<file path="config.mk">
export PLATFORM = sky130hd
export DESIGN_NAME = base64_stream_encoder_top
export DESIGN_NICKNAME = d
export VERILOG_FILES = /design/src/hdl/b64e_pkg.sv /design/src/hdl/b64e_out_buf.sv /design/src/hdl/base64_stream_encoder_top.sv
export SDC_FILE = /design/constraint.sdc
export NUM_CORES = 1
export LEC_CHECK = 0
export BUFFER_PORTS_ARGS = -buffer_cell sky130_fd_sc_hd__buf_2
export CORE_ASPECT_RATIO = 1.25
export CORE_MARGIN = 3
export CORE_UTILIZATION = 45
export DETAILED_ROUTE_END_ITERATION = 16
export SYNTH_ARGS = -nofsm -noshare
export SYNTH_HDL_FRONTEND = slang
export SYNTH_SLANG_ARGS = --single-unit
</file>
<file path="constraint.sdc">
create_clock -name clk_i -period 4.1 [get_ports clk_i]
set_input_delay 0.82 -clock clk_i [delete_from_list [all_inputs] [get_ports clk_i]]
set_output_delay 0.82 -clock clk_i [all_outputs]
set_load 0.02 [all_outputs]
</file>
<file path="src/hdl/b64e_pkg.sv">
package b64e_pkg;

  // Configuration register indexes
  localparam logic [1:0] CfgIdxChar62 = 2'd0;
  localparam logic [1:0] CfgIdxChar63 = 2'd1;

  localparam logic [7:0] Char62Reset = 8'd45;  // '-'
  localparam logic [7:0] Char63Reset = 8'd95;  // '_'

  // Up to four characters from one input beat, plus the index of the last one
  typedef struct packed {
    logic [3:0][7:0] chars;
    logic [1:0]      last_idx;
  } b64e_beat_t;

  // 6-bit group to ASCII; values 62 and 63 come from the alphabet registers
  function automatic logic [7:0] map_group(input logic [5:0] v,
                                           input logic [7:0] c62,
                                           input logic [7:0] c63);
    logic [7:0] v8;
    v8 = {2'b00, v};
    if (v < 6'd26) begin
      map_group = 8'd65 + v8;
    end else if (v < 6'd52) begin
      map_group = 8'd97 + (v8 - 8'd26);
    end else if (v < 6'd62) begin
      map_group = 8'd48 + (v8 - 8'd52);
    end else if (v == 6'd62) begin
      map_group = c62;
    end else begin
      map_group = c63;
    end
  endfunction

endpackage

</file>
<file path="src/hdl/b64e_out_buf.sv">
module b64e_out_buf (
  input  logic                clk_i,
  input  logic                rst_ni,
  input  logic                push_i,
  input  b64e_pkg::b64e_beat_t push_beat_i,
  output logic                ready_o,
  output logic                out_valid_o,
  input  logic                out_ready_i,
  output logic [7:0]          encoded_char_o,
  output logic                run_last_o
);
  import b64e_pkg::*;

  // Holding stage (a) in front of the character serializer (s)
  logic       a_valid_q;
  b64e_beat_t a_q;
  logic       s_valid_q;
  b64e_beat_t s_q;
  logic [1:0] idx_q;

  logic s_last, s_done, s_free, a_move, push_ok;

  assign s_last  = (idx_q == s_q.last_idx);
  assign s_done  = s_valid_q && out_ready_i && s_last;
  assign s_free  = !s_valid_q || s_done;
  assign a_move  = a_valid_q && s_free;
  assign ready_o = !a_valid_q || s_free;
  assign push_ok = push_i && ready_o;

  assign out_valid_o    = s_valid_q;
  assign encoded_char_o = s_q.chars[idx_q];
  assign run_last_o     = s_last;

  always_ff @(posedge clk_i or negedge rst_ni) begin
    if (!rst_ni) begin
      a_valid_q <= 1'b0;
      s_valid_q <= 1'b0;
      idx_q     <= 2'd0;
    end else begin
      if (push_ok) begin
        a_valid_q <= 1'b1;
      end else if (a_move) begin
        a_valid_q <= 1'b0;
      end
      if (a_move) begin
        s_valid_q <= 1'b1;
        idx_q     <= 2'd0;
      end else if (s_done) begin
        s_valid_q <= 1'b0;
      end else if (s_valid_q && out_ready_i) begin
        idx_q <= idx_q + 2'd1;
      end
    end
  end

  always_ff @(posedge clk_i) begin
    if (push_ok) begin
      a_q <= push_beat_i;
    end
    if (a_move) begin
      s_q <= a_q;
    end
  end

  // serializer never walks past the last character of its beat
  assert property (@(posedge clk_i) disable iff (!rst_ni)
    s_valid_q |-> (idx_q <= s_q.last_idx))
    else $error("serializer index past last character");

  // a beat handed over from the holding stage starts at character zero
  assert property (@(posedge clk_i) disable iff (!rst_ni)
    a_move |=> (s_valid_q && idx_q == 2'd0))
    else $error("handover did not restart serializer");

  // a beat is never pushed over a held one that is not moving on
  assert property (@(posedge clk_i) disable iff (!rst_ni)
    (a_valid_q && !s_free) |-> !push_ok)
    else $error("holding stage overwritten");

endmodule

</file>
<file path="src/hdl/base64_stream_encoder_top.sv">
// Channel | Handshake                 | Payload
// --------+---------------------------+-----------------------------------
// in      | in_valid_i / in_ready_o   | data_byte_i[7:0], final_byte_i
// out     | out_valid_o / out_ready_i | encoded_char_o[7:0], run_last_o
// cfg     | cfg_valid_i / cfg_ready_o | cfg_index_i[1:0], cfg_data_i[7:0]
//
// One input beat is taken per cycle while the holding stage can drain; one
// character leaves per cycle while out_ready_i is high, so the single output
// port sets a message's pace. A group is registered in the holding stage and
// then the serializer before its first character appears. Reset (async,
// active low) clears pending bytes and count and sets the alphabet to '-' and
// '_'. An output stall backs up into the holding stage, then drops in_ready_o.
module base64_stream_encoder_top (
  input  logic       clk_i,
  input  logic       rst_ni,
  input  logic       in_valid_i,
  output logic       in_ready_o,
  input  logic [7:0] data_byte_i,
  input  logic       final_byte_i,
  output logic       out_valid_o,
  input  logic       out_ready_i,
  output logic [7:0] encoded_char_o,
  output logic       run_last_o,
  input  logic       cfg_valid_i,
  output logic       cfg_ready_o,
  input  logic [1:0] cfg_index_i,
  input  logic [7:0] cfg_data_i
);
  import b64e_pkg::*;

  // Alphabet registers for values 62 and 63
  logic [7:0] char62_q, char63_q;

  // Pending bytes of an incomplete 3-byte group
  logic [1:0][7:0] held_q;
  logic [1:0]      held_cnt_q;

  logic       in_acc;
  logic       emit;
  logic [7:0] t0, t1, t2;
  logic [3:0][5:0] grp;
  b64e_beat_t beat;

  assign cfg_ready_o = 1'b1;
  assign in_acc      = in_valid_i && in_ready_o;

  // Emit on a completed group or on the final byte of a message
  assign emit = (held_cnt_q == 2'd2) || final_byte_i;

  // Assemble the 24-bit group; slots past the new byte are zero-filled
  always_comb begin
    t0 = (held_cnt_q == 2'd0) ? data_byte_i : held_q[0];
    case (held_cnt_q)
      2'd0:    t1 = 8'd0;
      2'd1:    t1 = data_byte_i;
      default: t1 = held_q[1];
    endcase
    t2 = (held_cnt_q == 2'd2) ? data_byte_i : 8'd0;

    grp[0] = t0[7:2];
    grp[1] = {t0[1:0], t1[7:4]};
    grp[2] = {t1[3:0], t2[7:6]};
    grp[3] = t2[5:0];

    for (int k = 0; k < 4; k++) begin
      beat.chars[k] = map_group(grp[k], char62_q, char63_q);
    end
    // 1 byte -> 2 chars, 2 bytes -> 3 chars, 3 bytes -> 4 chars
    beat.last_idx = held_cnt_q + 2'd1;
  end

  always_ff @(posedge clk_i or negedge rst_ni) begin
    if (!rst_ni) begin
      char62_q   <= Char62Reset;
      char63_q   <= Char63Reset;
      held_q     <= '0;
      held_cnt_q <= 2'd0;
    end else begin
      if (cfg_valid_i) begin
        unique case (cfg_index_i)
          CfgIdxChar62: char62_q <= cfg_data_i;
          CfgIdxChar63: char63_q <= cfg_data_i;
          default: ;  // writes beyond the register list are dropped
        endcase
      end
      if (in_acc) begin
        if (emit) begin
          held_q     <= '0;
          held_cnt_q <= 2'd0;
        end else begin
          held_q[held_cnt_q[0]] <= data_byte_i;
          held_cnt_q            <= held_cnt_q + 2'd1;
        end
      end
    end
  end

  b64e_out_buf u_out_buf (
    .clk_i          (clk_i),
    .rst_ni         (rst_ni),
    .push_i         (in_valid_i && emit),
    .push_beat_i    (beat),
    .ready_o        (in_ready_o),
    .out_valid_o    (out_valid_o),
    .out_ready_i    (out_ready_i),
    .encoded_char_o (encoded_char_o),
    .run_last_o     (run_last_o)
  );

  // pending count never reaches a full group
  assert property (@(posedge clk_i) disable iff (!rst_ni)
    held_cnt_q != 2'd3)
    else $error("pending count overflow");

  // an emitting beat leaves the pending state empty
  assert property (@(posedge clk_i) disable iff (!rst_ni)
    (in_acc && emit) |=> (held_cnt_q == 2'd0))
    else $error("pending state not cleared after emit");

  // a held byte bumps the count by one
  assert property (@(posedge clk_i) disable iff (!rst_ni)
    (in_acc && !emit) |=> (held_cnt_q == $past(held_cnt_q) + 2'd1))
    else $error("pending count did not advance");

endmodule
</file>
== Word level (Yosys, flattened, before mapping) ==
Cells that the tools add are included.
Storage, ports and cells
  memories kept: 0
  flip-flop bits (word level): 106
  bits of input ports: 24
  logic and storage cells: 117
  bits in latches: 0
  bits in read-only memories: 0
  bits in writable memories: 0
Cells by class
  multipliers: 0
  equal/unequal tests: 9
  magnitude comparators: 15
  bitwise gates (word level): 0
  shift operators: 0
  add/sub/neg operators: 22
  divide/modulo/power cells: 0
  reduce and logical (&&, ||, !) cells: 20
  muxes and demuxes: 33
Operators with widths (count)
  8-bit 2-to-1 mux: 20
  6-bit less-than comparator (second input constant): 8
  7-bit by 6-bit adder with 8-bit output (first input constant): 4
  7-bit by 7-bit adder with 8-bit output (first input constant): 4
  7-bit by 8-bit adder with 8-bit output (first input constant): 4
  6-bit by 5-bit subtractor with 7-bit output (second input constant): 4
  6-bit by 6-bit subtractor with 7-bit output (second input constant): 4
  6-bit == test (second input constant): 4
  6-bit by 5-bit less-than comparator with 1-bit output (second input constant): 4
  8-bit binary-select mux with 2-bit select: 1
  16-bit bitwise mux: 1
  16-bit 2-to-1 mux: 1
  8-bit one-hot mux with 2 select lines: 1
  8-bit demux with 1-bit select: 1
  2-bit 2-to-1 mux: 4
  1-bit logical AND: 7
  2-bit AND reduction: 3
  2-bit nonzero test: 3
  2-bit by 1-bit adder with 2-bit output (second input constant): 2
  2-bit by 1-bit == test with 1-bit output (second input constant): 2
  2-bit logical NOT: 2
  1-bit 2-to-1 mux: 4
  1-bit logical OR: 3
  2-bit by 3-bit less-than comparator with 1-bit output (second input constant): 1
  6 further kinds: 7

== Depth between registers and ports, before layout ==
Gate-level depths: netlist of the first run.
  depth after elaboration: 7
  mapped depth: 15
  gate-level depth less buffers: 12

== By module ==
A second synthesis of the first run with hierarchy kept.
Unflattened totals
  cells, all modules: 611
  area total of the unflattened synthesis: 6711.4 sq um
Modules (own cells, without submodules)
  base64_stream_encoder_top: cells each 505, area an instance 4191.5 sq um, instances 1
  b64e_out_buf: cells each 106, area an instance 2519.9 sq um, instances 1

== Least setup slack after synthesis of the first run ==
Ideal clock, no wire load.
  kind: input to register
  from: input port out_ready_i
  to: register u_out_buf.a_q[0] in the netlist's numbering (enable)
  cell stages on the path: 5
  setup time: 0.425 ns
  arrival: 3.079 ns
  required time: 3.675 ns
  setup slack: 0.596 ns
  path buffers: 1
  cells stage by stage: inv_1 o211ai_2 nand2_1 clkbuf_1 nor2_1
On the way
  word-level cells in the longest chain between the ends: 5
Ends and longest elaborated chain
  start: declaration: line base64_stream_encoder_top.sv:21  | input logic out_ready_i,
  1-bit logical AND (2 in a row): line b64e_out_buf.sv:24  | assign s_done = s_valid_q && out_ready_i && s_last;
  1-bit logical OR: line b64e_out_buf.sv:25  | assign s_free = !s_valid_q || s_done;
  1-bit logical OR: line b64e_out_buf.sv:27  | assign ready_o = !a_valid_q || s_free;
  net in_ready_o: line base64_stream_encoder_top.sv:17  | output logic in_ready_o,
  1-bit logical AND: line b64e_out_buf.sv:28  | assign push_ok = push_i && ready_o;
  net u_out_buf.push_ok: line b64e_out_buf.sv:21  | logic s_last, s_done, s_free, a_move, push_ok;
  end signal: assignment: line b64e_out_buf.sv:58  | a_q <= push_beat_i;
  end: declaration: line b64e_out_buf.sv:16  | b64e_beat_t a_q;
The timed path passes the listed nets, and every way through them passes these cells.
A chain may end at the register's enable or synchronous reset.

==> results of run 1 <==
==> through the flow <==
stage | power (uW) | cell area, um2 | worst slack, ns | utilization, % | hold slack (ns)
CTS | 5250 | 7380 | 0.574 | 50.6 | 0.422
finish | 5240 | 7380 | 0.542 | 50.6 | 0.421
global placement | 4350 | 7090 | 0.647 | 48.6 | 0.401
detailed placement | 4400 | 7090 | 0.596 | 48.6 | 0.405
global route | 5600 | 7380 | 0.253 | 50.6 | 0.424
floorplan | 3730 | 6790 | 0.596 | - | 0.400
==> logic make-up after synthesis <==
logic type,after synthesis
adder cells (fa/ha/maj),28
buffers and inverters,58
other,1
XOR/XNOR,35
multiplexers,57
flip-flops,106
AND/OR/NAND/NOR,184
AO/OA/AOI/OAI,161
==> state kept, by name, indices dropped and copies added, names as in the netlist <==
name and flops:
u_out_buf.a_valid_q 1, u_out_buf.a_q 34, held_q 16, char63_q 8
u_out_buf.out_valid_o 1, held_cnt_q 2, u_out_buf.s_q 34, u_out_buf.idx_q 2
char62_q 8
==> final cells by class <==
cell class	instances	share of cell area, %
inverters	25	1.29
multi-input cells	466	47.6
repair buffers	45	3.42
flip-flops and latches	106	40.7
well taps	178	3.02
clock inverters	6	0.797
clock buffers	10	3.10
==> worst paths after layout <==
kind                                    from            endpoint  slack [ns]
setup reg to reg               held_cnt_q[0]   u_out_buf.a_q[14]        0.54
max in group asynchronous             rst_ni         char63_q[5]        2.92
min in group asynchronous             rst_ni  u_out_buf.idx_q[0]        0.59
setup / recovery               held_cnt_q[0]   u_out_buf.a_q[14]        0.54
hold / removal             u_out_buf.a_q[22]   u_out_buf.s_q[22]        0.42
hold reg to reg            u_out_buf.a_q[22]   u_out_buf.s_q[22]        0.42
==> per-layer routing <==
metal  vias up  part of all wire, %  GRT usage (%)
met5         -                    0              0
met4         0                  3.6           8.19
met3        35                  3.6           2.57
met2       127                   49           36.3
met1      2462                   44           29.8
li1       2415                    -              -
==> placed cells by master (no fill, tap or decap), drive strengths merged, types with 6 or more instances in the layout <==
cell	count
and2	7
o21ai	44
clkbuf	10
buf	45
nand2	61
a21oi	32
o211ai	8
xnor2	28
mux2	25
dfrtp	28
a211oi	7
dfstp	10
a22o	13
mux2i	24
inv	28
o21a	6
nand3	24
a31oi	6
nor2	23
nor2b	8
nand2b	10
nor3	14
edfxtp	68
mux4	8
xor2	7
and3	6
ha	28
==> power breakdown <==
| group | total [uW] | switching [uW] | internal (uW) | leakage, uW |
|---|---|---|---|---|
| clock network | 844 | 417 | 427 | 0.000137 |
| logic | 2580 | 1570 | 1020 | 0.00158 |
| registers | 1810 | 230 | 1580 | 0.00108 |
| total | 5240 | 2210 | 3030 | 0.00280 |
==> out/metrics.yaml, run 1 <==
worst_setup_path:
  path_class: "flip-flop to flip-flop"
  cp-start-kind: "flip-flop"
  critPathTopFamily: "compound AO/OA/AOI/OAI gates"
  max_stage_delay_ns: 0.51
  slowest_stage: "ha_1"
  crit_fanout: 24
  crit_chain: "inv_1 > ha_1 > nand2b_1 > o21ai_1 > inv_1 > ha_1 > nand4bb_1 > o32ai_2 > nor2b_2 > and3_1 > a22o_1 > a211oi_2"
  path_buf_inv: 2
  worstSetupEndpointType: "flip-flop"
  worstPathRequired_ns: 4.27
  cp.depth: 12
  r2r_cells: 12
  crit_arrival_ns: 3.73
clocking:
  numCtsBuffers: 9
  cts_root_buf: "clkbuf_16"
  cts_sinks: 106
  htreeDepth: 3
  clk_latency_ns: 0.35
  clkTransAtPathRegs_ns: 0.08
  clockBufferDepth: 2
  post-cts-setup-buffer-count: 0
  cts_tree: "done"
  post_cts_resized: 0
  cts_hold_buf: 0
synth:
  synth-seq-cells: 106
  postSynthCellCount: 630
  synth_simple_gate_area_share_pct: 14.7
  synth_flop_cell: "edfxtp_1"
  synth_top_family_by_area: "compound AO/OA/AOI/OAI gates"
  synth-compound-area-share_pct: 17.0
  synth_xor_area_share_pct: 4.52
  synthAdderAreaFrac_pct: 5.16
  synth_top_cell_area_share_pct: 30.1
  async_reset_ff_share_pct: 35.8
  synth_common_cells: "edfxtp_1 (68), nand2_1 (60), a21oi_1 (31)"
  synth_area_per_cell_um2: 10.8
  synth_area_mm2: 0.00679
  yosysWarnings: 0
  ys_types: 88
  muxShareOfSynthArea_pct: 10.3
  syn_nets: 682
  synth-edff-count: 68
  yosysSeqAreaShare_pct: 44.3
  yosys.area.top_type: "edfxtp_1"
  synth.most_common_cell: "edfxtp_1"
  synth_area_leaders: "edfxtp_1 (30%), dfrtp_1 (10%), ha_1 (5.2%)"
final_layout:
  fin_cells: 836
  final_layout_size_suffix_gt1_share_pct: 20.1
  seqCellArea_mm2: 0.00301
  multiInputGateArea_mm2: 0.00352
  finish.net_count: 705
  area_delta_synth_final_pct: 8.72
  fillCellCount: 1293
  antennaDiodeCount: 0
drt:
  vias_per_cell: 6.03
  routed_wl_mm: 17.6
  dr.pass1.iters: 5
  drtIter0Drc: 290
  num_vias: 5039
  antenna_left: 0
  drc_errors: 0
  wl_per_cell_um: 21.0
place:
  io_buffer_count: 34
  gp_congestion: 0.920
  place_inst: 820
  dp_hpwl_mm: 13.4
power:
  leakage_uw: 0.00280
  vdd_drop_max_v: 0.000325
  power.density_mw_per_mm2: 710
min_path:
  min_path_cells: 0
  holdCritPathClass: "flip-flop to flip-flop"
floorplan:
  die_x_um: 116
  dieArea_mm2: 0.0166
  initial_core_util_pct: 46.5
  num_rows: 49
  core-area_mm2: 0.0146
  die_y_um: 143
  pin_count: 36
sta:
  worst_pin_slew_ns: 0.918
  setup_viol: 0
  hold_violations: 0
  fmax_mhz: 281
  maxSlewViolCount: 0
  finalSetupTns_ns: 0
  period_minus_slack_ns: 3.56
  skew_ns: 0.0135
  relSlewSlack_pct: 38.8
  timing.final.crit_share_pct: 86.8
  rsz0062_at_grt: "no"
run:
  cap_violations: 0
global_routing:
  gr-total-overflow: 0
  grt.total_usage_pct: 22.0
  antenna_found_initial: 0
  grt_max_degree: 39
  grt_pass1_wl_mm: 28.1
  grt_pass1_vias: 5045
run_status:
  status: "completed"
(Power assumes the default switching activity.)
==> run 2: changes to the inputs <==
--- a/config.mk
+++ b/config.mk
@@ -7,2 +7,3 @@
 export LEC_CHECK = 0
+export ABC_AREA = 1
 export BUFFER_PORTS_ARGS = -buffer_cell sky130_fd_sc_hd__buf_2
@@ -12,2 +13,3 @@
 export DETAILED_ROUTE_END_ITERATION = 16
+export PLACE_DENSITY = 0.58
 export SYNTH_ARGS = -nofsm -noshare
--- a/constraint.sdc
+++ b/constraint.sdc
@@ -3,2 +3,2 @@
 set_output_delay 0.82 -clock clk_i [all_outputs]
-set_load 0.02 [all_outputs]
+set_load 0.005 [all_outputs]
==> out/metrics.yaml, run 2 <==
run_status:
  status: "completed"
floorplan:
  die_x_um: 115  # -0.54%
  initial_core_util_pct: 46.4  # -0.13 points
  pin_count: 36  # unchanged
  die_y_um: 143  # -0.54%
  num_rows: 49  # unchanged
  core-area_mm2: 0.0145  # -0.84%
  dieArea_mm2: 0.0164  # -1.1%
final_layout:
  antennaDiodeCount: 0  # unchanged
  area_delta_synth_final_pct: 8.86
  utilization_pct: 50.5  # -0.082 points
  finish.net_count: 918  # +30%
  largestRegisters: "u_out_buf.a_q: 34 flops, u_out_buf.s_q: 34 flops, held_q: 16 flops"
  final_common_cell: "nand2_1"
  fin_cells: 1049  # +25%
  final_cell_mix: "nand2_1 (223), inv_1 (90), o21ai_0 (75), edfxtp_1 (68), nand3_1 (60)"
  final_layout_size_suffix_gt1_share_pct: 14.9  # -5.1 points
sta:
  hold_violations: 0  # unchanged
  timing.final.crit_share_pct: 81.0  # -5.8 points
  period_minus_slack_ns: 3.32  # -0.238 ns
  rsz0062_at_grt: "no"
  worst_pin_slew_ns: 1.08  # +0.164 ns
  setup_ws_ns: 0.781  # +0.238 ns
  finalSetupTns_ns: 0  # unchanged
  fmax_mhz: 301  # +7.2%
  skew_ns: 0.00985  # -0.00369 ns
  setup_viol: 0  # unchanged
  relSlewSlack_pct: 27.7  # -11 points
  maxSlewViolCount: 0  # unchanged
drt:
  drtIter0Drc: 464  # +60%
  antenna_left: 0  # unchanged
  vias_per_cell: 5.40  # -10%
  num_vias: 5660  # +12%
  routed_wl_mm: 18.3  # +3.9%
  dr.pass1.iters: 5  # unchanged
  wl_per_cell_um: 17.4  # -17%
  drc_errors: 0  # unchanged
synth:
  synth_area_leaders: "edfxtp_1 (30%), nand2_1 (12%), dfrtp_1 (10%)"
  synth_area_mm2: 0.00671  # -1.1%
  yosysWarnings: 0  # unchanged
  yosys.area.top_type: "edfxtp_1"
  postSynthCellCount: 834  # +32%
  async_reset_ff_share_pct: 35.8  # unchanged
  yosysSeqAreaShare_pct: 44.8  # +0.50 points
  synth.most_common_cell: "nand2_1"
  synth_area_per_cell_um2: 8.05  # -25%
  synth_top_cell_area_share_pct: 30.4  # +0.34 points
  syn_nets: 886  # +30%
  synth-edff-count: 68  # unchanged
  synth_common_cells: "nand2_1 (223), inv_1 (90), o21ai_0 (75), edfxtp_1 (68), nand3_1 (60)"
  synth-seq-cells: 106  # unchanged
  synth_flop_cell: "edfxtp_1"
  ys_types: 47  # -47%
clocking:
  clockBufferDepth: 2  # unchanged
  post-cts-setup-buffer-count: 0  # unchanged
  cts_sinks: 106  # unchanged
  post_cts_resized: 0  # unchanged
  cts_hold_buf: 0  # unchanged
  cts_tree: "done"
  numCtsBuffers: 9  # unchanged
  clkTransAtPathRegs_ns: 0.07  # about the same
  htreeDepth: 3  # unchanged
  clk_latency_ns: 0.36  # about the same
  cts_root_buf: "clkbuf_16"
place:
  place_inst: 1033  # +26%
  place_ws_ns: 0.839  # +0.243 ns
  io_buffer_count: 34  # unchanged
  gp_congestion: 0.936  # +1.7%
  dp_hpwl_mm: 14.4  # +6.9%
power:
  power.density_mw_per_mm2: 723  # +1.9%
  vdd_drop_max_v: 0.000458  # +41%
  pwr-share-comb_pct: 50.4  # +1.1 points
  netSwitchingPower_uw: 2430  # +9.8%
  clkPwrFrac_pct: 15.4  # -0.7 points
  p_sw_share_pct: 46.0  # +3.7 points
  leakage_uw: 0.00324  # +16%
  power.total_uw: 5280  # +0.88%
  seqPwrFrac_pct: 34.2  # -0.4 points
  internal-power_uw: 2860  # -5.6%
worst_setup_path:
  cp-start-kind: "flip-flop"
  crit_fanout: 17  # -29%
  crit_arrival_ns: 3.41  # -0.32 ns
  worstPathRequired_ns: 4.19  # -0.08 ns
  worstSetupEndpointType: "flip-flop"
  path_class: "flip-flop to flip-flop"
global_routing:
  grt.total_usage_pct: 23.4  # +1.4 points
  antenna_found_initial: 0  # unchanged
  grt_pass1_vias: 5653  # +12%
  grt_pass1_wl_mm: 29.3  # +4.5%
  gr-total-overflow: 0  # unchanged
  grt_max_degree: 39  # unchanged
run:
  cap_violations: 0  # unchanged
min_path:
  holdCritPathClass: "flip-flop to flip-flop"
## run 2: changes by cell type after synthesis, sizes merged, moves of 13 or more
cell / before / now
a22o: 13 / 0
inv: 24 / 104
mux2: 25 / 0
mux2i: 24 / 0
nand2: 61 / 251
nand3: 24 / 62
nor2: 23 / 67
o21ai: 44 / 94
xnor2: 28 / 6
## run 2: area by class of cell
type	count	area, um2
Tap cell	178	223
Sequential cell	106	3010
Clock inverter	7	53.8
Multi-Input combinational cell	609	3230
Timing Repair Buffer	35	178
Fill cell	1442	7160
Clock buffer	9	225
Inverter	105	395
## run 2: worst max-delay path: stages, from the launching register on
cell and delay, ns:
dfrtp_1 0.42, inv_1 0.19, ha_1 0.72, inv_2 0.20, nand2_1 0.11, nand2_1 0.06
nand2_2 0.12, inv_1 0.09, ha_1 0.22, nand2_1 0.07, nand3b_1 0.33, a21oi_1 0.11
o21ai_0 0.28, o211ai_1 0.15
## run 2: metrics by stage
stage / instance area (um2) / hold slack, ns
3_5_place_dp: 7030 / 0.405
5_1_grt: 7310 / 0.429
3_3_place_gp: 7030 / 0.403
4_1_cts: 7310 / 0.420
6_report: 7310 / 0.420
2_1_floorplan: 6710 / 0.400
## run 2: worst paths after layout
kind	startpoint	end	slack [ns]	cells past startpoint
worst max-delay path	held_cnt_q[0]	u_out_buf.a_q[21]	0.78	13
worst min-delay path	u_out_buf.a_q[20]	u_out_buf.s_q[20]	0.42	0
worst max register to register	held_cnt_q[0]	u_out_buf.a_q[21]	0.78	13
worst min register to register	u_out_buf.a_q[20]	u_out_buf.s_q[20]	0.42	0
max in group asynchronous	rst_ni	u_out_buf.idx_q[1]	2.98	1
min in group asynchronous	rst_ni	char62_q[4]	0.56	1
## run 2: layer usage
layer	share of wire [%]	global-route usage [%]	wire length, um
met3	4.8	3.49	884
met4	3.8	10.6	689
met1	42	29.0	7700
met5	0	0	0
met2	49	40.0	9000
## run 2: cell families (layout without fill, tap and decap cells)
| kind of cell | Yosys count | after routing | share of synthesized area (%) |
|---|---|---|---|
| and+or+nand+nor | 393 | 393 | 25.9 |
| AOI/OAI and AO/OA | 170 | 170 | 14.5 |
| buffers and inverters | 119 | 156 | 7.33 |
| DFF | 106 | 106 | 44.8 |
| adders and majority gates | 28 | 28 | 5.22 |
| xor gates and xnor gates | 17 | 17 | 2.22 |
| other | 1 | 1 | 0.0559 |
## run 2: power groups by stage
stage          combinational [uW]  sequential (uW)  clock (uW)
5_1_grt                      3020             1840         880
2_1_floorplan                2010             1710           0
6_report                     2660             1810         815
4_1_cts                      2650             1810         838
3_3_place_gp                 2600             1820           0
3_5_place_dp                 2640             1830           0
==> run 3: changes to the inputs <==
- clock period: 4.1 -> 3.2 ns (I/O delays scaled with it)
==> out/metrics.yaml, run 3 (same netlist as run 2, synthesis figures left out) <==
run_status:
  status: "completed"
drt:
  wl_per_cell_um: 17.6  # +0.73%
  routed_wl_mm: 18.5  # +1.4%
  drtIter0Drc: 396  # -15%
  vias_per_cell: 5.40  # +0.14%
  antenna_left: 0  # unchanged
  drc_errors: 0  # unchanged
  num_vias: 5706  # +0.81%
  dr.pass1.iters: 5  # unchanged
global_routing:
  gr-total-overflow: 0  # unchanged
  grt_max_degree: 39  # unchanged
  grt_pass1_wl_mm: 29.7  # +1.2%
  antenna_found_initial: 0  # unchanged
  grt_pass1_vias: 5584  # -1.2%
  grt.total_usage_pct: 23.6  # +0.18 points
clocking:
  clockBufferDepth: 2  # unchanged
  cts_sinks: 106  # unchanged
  cts_hold_buf: 0  # unchanged
  cts_tree: "done"
  numCtsBuffers: 9  # unchanged
  post_cts_resized: 0  # unchanged
  post-cts-setup-buffer-count: 0  # unchanged
  clk_latency_ns: 0.36  # about the same
  htreeDepth: 3  # unchanged
  cts_root_buf: "clkbuf_16"
  clkTransAtPathRegs_ns: 0.08  # about the same
sta:
  hold_violations: 0  # unchanged
  finalSetupTns_ns: 0  # unchanged
  relSlewSlack_pct: 38.7  # +11 points
  setup_ws_ns: 0.352  # -0.429 ns
  rsz0062_at_grt: "no"
  fmax_mhz: 351  # +17%
  timing.final.crit_share_pct: 89.0  # +8.0 points
  period_minus_slack_ns: 2.85  # -0.471 ns
  setup_viol: 0  # unchanged
  maxSlewViolCount: 0  # unchanged
  worst_pin_slew_ns: 0.920  # -0.162 ns
  skew_ns: 0.0133  # +0.00343 ns
worst_setup_path:
  r2r_cells: 16  # +3
  critPathTopFamily: "buffers and inverters"
  worstPathRequired_ns: 3.29  # -0.90 ns
  r2r-end: "u_out_buf.a_q[20]"
  cp-start-kind: "flip-flop"
  crit_arrival_ns: 2.94  # -0.47 ns
  worstSetupEndpointType: "flip-flop"
  path_class: "flip-flop to flip-flop"
  max_stage_delay_ns: 0.41  # -0.31 ns
  critPathMostFrequentCell: "nand2_1"
  path_buf_inv: 5  # +2
  crit_chain: "inv_1 > ha_1 > buf_4 > inv_2 > nand2_1 > nand2_1 > nand2_2 > inv_1 > ha_1 > nand2_1 > nand3b_1 > buf_4 > nand2_1 > o21ai_1 > o21ai_0 > a21oi_1"
  regToRegSetupSlack_ns: 0.35  # -0.43 ns
  slowest_stage: "dfrtp_1"
  reg2reg_from: "held_cnt_q[0]"
  crit_fanout: 16  # -1
power:
  pwr-share-comb_pct: 51.1  # +0.7 points
  internal-power_uw: 3700  # +30%
  p_sw_share_pct: 45.5  # -0.41 points
  vdd_drop_max_v: 0.000430  # -6.1%
  power.total_uw: 6790  # +29%
  netSwitchingPower_uw: 3090  # +27%
  leakage_uw: 0.00328  # +1.2%
  seqPwrFrac_pct: 33.5  # -0.7 points
  power.density_mw_per_mm2: 924  # +28%
  clkPwrFrac_pct: 15.4  # about the same
floorplan:
  die_y_um: 143  # unchanged
  pin_count: 36  # unchanged
  core-area_mm2: 0.0145  # unchanged
  die_x_um: 115  # unchanged
  initial_core_util_pct: 46.4  # unchanged
  num_rows: 49  # unchanged
  dieArea_mm2: 0.0164  # unchanged
final_layout:
  final_cell_mix: "nand2_1 (223), inv_1 (90), o21ai_0 (75), edfxtp_1 (68), nand3_1 (60)"
  fin_cells: 1056  # +0.67%
  area_delta_synth_final_pct: 9.60
  antennaDiodeCount: 0  # unchanged
  finish.net_count: 925  # +0.76%
  final_layout_size_suffix_gt1_share_pct: 15.6  # +0.68 points
  fillCellCount: 1415  # -1.9%
  largestRegisters: "u_out_buf.a_q: 34 flops, u_out_buf.s_q: 34 flops, held_q: 16 flops"
  final_common_cell: "nand2_1"
  utilization_pct: 50.8  # +0.35 points
place:
  place_ws_ns: 0.296  # -0.543 ns
  place_inst: 1038  # +0.48%
  gp_congestion: 0.884  # -5.5%
  dp_hpwl_mm: 14.6  # +1.4%
  io_buffer_count: 34  # unchanged
run:
  cap_violations: 0  # unchanged
min_path:
  holdCritPathClass: "primary input to async pin"
[run 3: how the worst max path moves through the flow]
stage / endpoint / cells past startpoint / from / slack, ns
6_report: u_out_buf.a_q[20] / 16 / held_cnt_q[0] / 0.35
5_1_grt: u_out_buf.a_q[23] / 17 / held_cnt_q[0] / 0.11
4_1_cts: u_out_buf.a_q[20] / 15 / held_cnt_q[0] / 0.27
3_5_place_dp: u_out_buf.a_q[20] / 15 / held_cnt_q[0] / 0.30
3_3_place_gp: u_out_buf.a_q[20] / 15 / held_cnt_q[0] / 0.36
2_1_floorplan: u_out_buf.s_q[0] / 5 / u_out_buf.idx_q[1] / 0.03
[run 3: final cells by class]
type	instances	area, um2	share of cell area [%]
repair buffers	42	230	3.13
clock inverters	6	47.5	0.646
clock buffers	10	229	3.11
multi-input cells	609	3230	43.9
well taps	178	223	3.03
inverters	105	395	5.38
flip-flops and latches	106	3010	40.9
[run 3: worst register-to-register path: stages, from the launching register on]
cell	delay, ns
dfrtp_1	0.41
inv_1	0.14
ha_1	0.30
buf_4	0.23
inv_2	0.13
nand2_1	0.06
nand2_1	0.07
nand2_2	0.10
inv_1	0.12
ha_1	0.20
nand2_1	0.06
nand3b_1	0.15
buf_4	0.19
nand2_1	0.06
o21ai_1	0.05
o21ai_0	0.22
a21oi_1	0.11
[run 3: routing by layer]
metal / part of all wire (%) / global-route usage (%) / vias up
li1: - / - / 2856
met1: 43 / 29.7 / 2646
met2: 50 / 40.1 / 166
met3: 4.3 / 4.30 / 38
met4: 3.5 / 8.84 / 0
met5: 0 / 0 / -
[run 3: power by group through the flow]
| stage | Sequential [uW] | Combinational, uW | Clock (uW) |
|---|---|---|---|
| 2_1_floorplan | 2190 | 2570 | 0 |
| 3_3_place_gp | 2300 | 3430 | 0 |
| 3_5_place_dp | 2300 | 3460 | 0 |
| 4_1_cts | 2280 | 3470 | 1070 |
| 5_1_grt | 2310 | 3940 | 1130 |
| 6_report | 2270 | 3470 | 1050 |
[run 3: per-stage QoR]
step                instance area [um2]  hold slack (ns)
floorplan                          6710            0.344
global placement                   7060            0.405
detailed placement                 7060            0.405
CTS                                7340            0.420
global route                       7360            0.425
finish                             7360            0.412
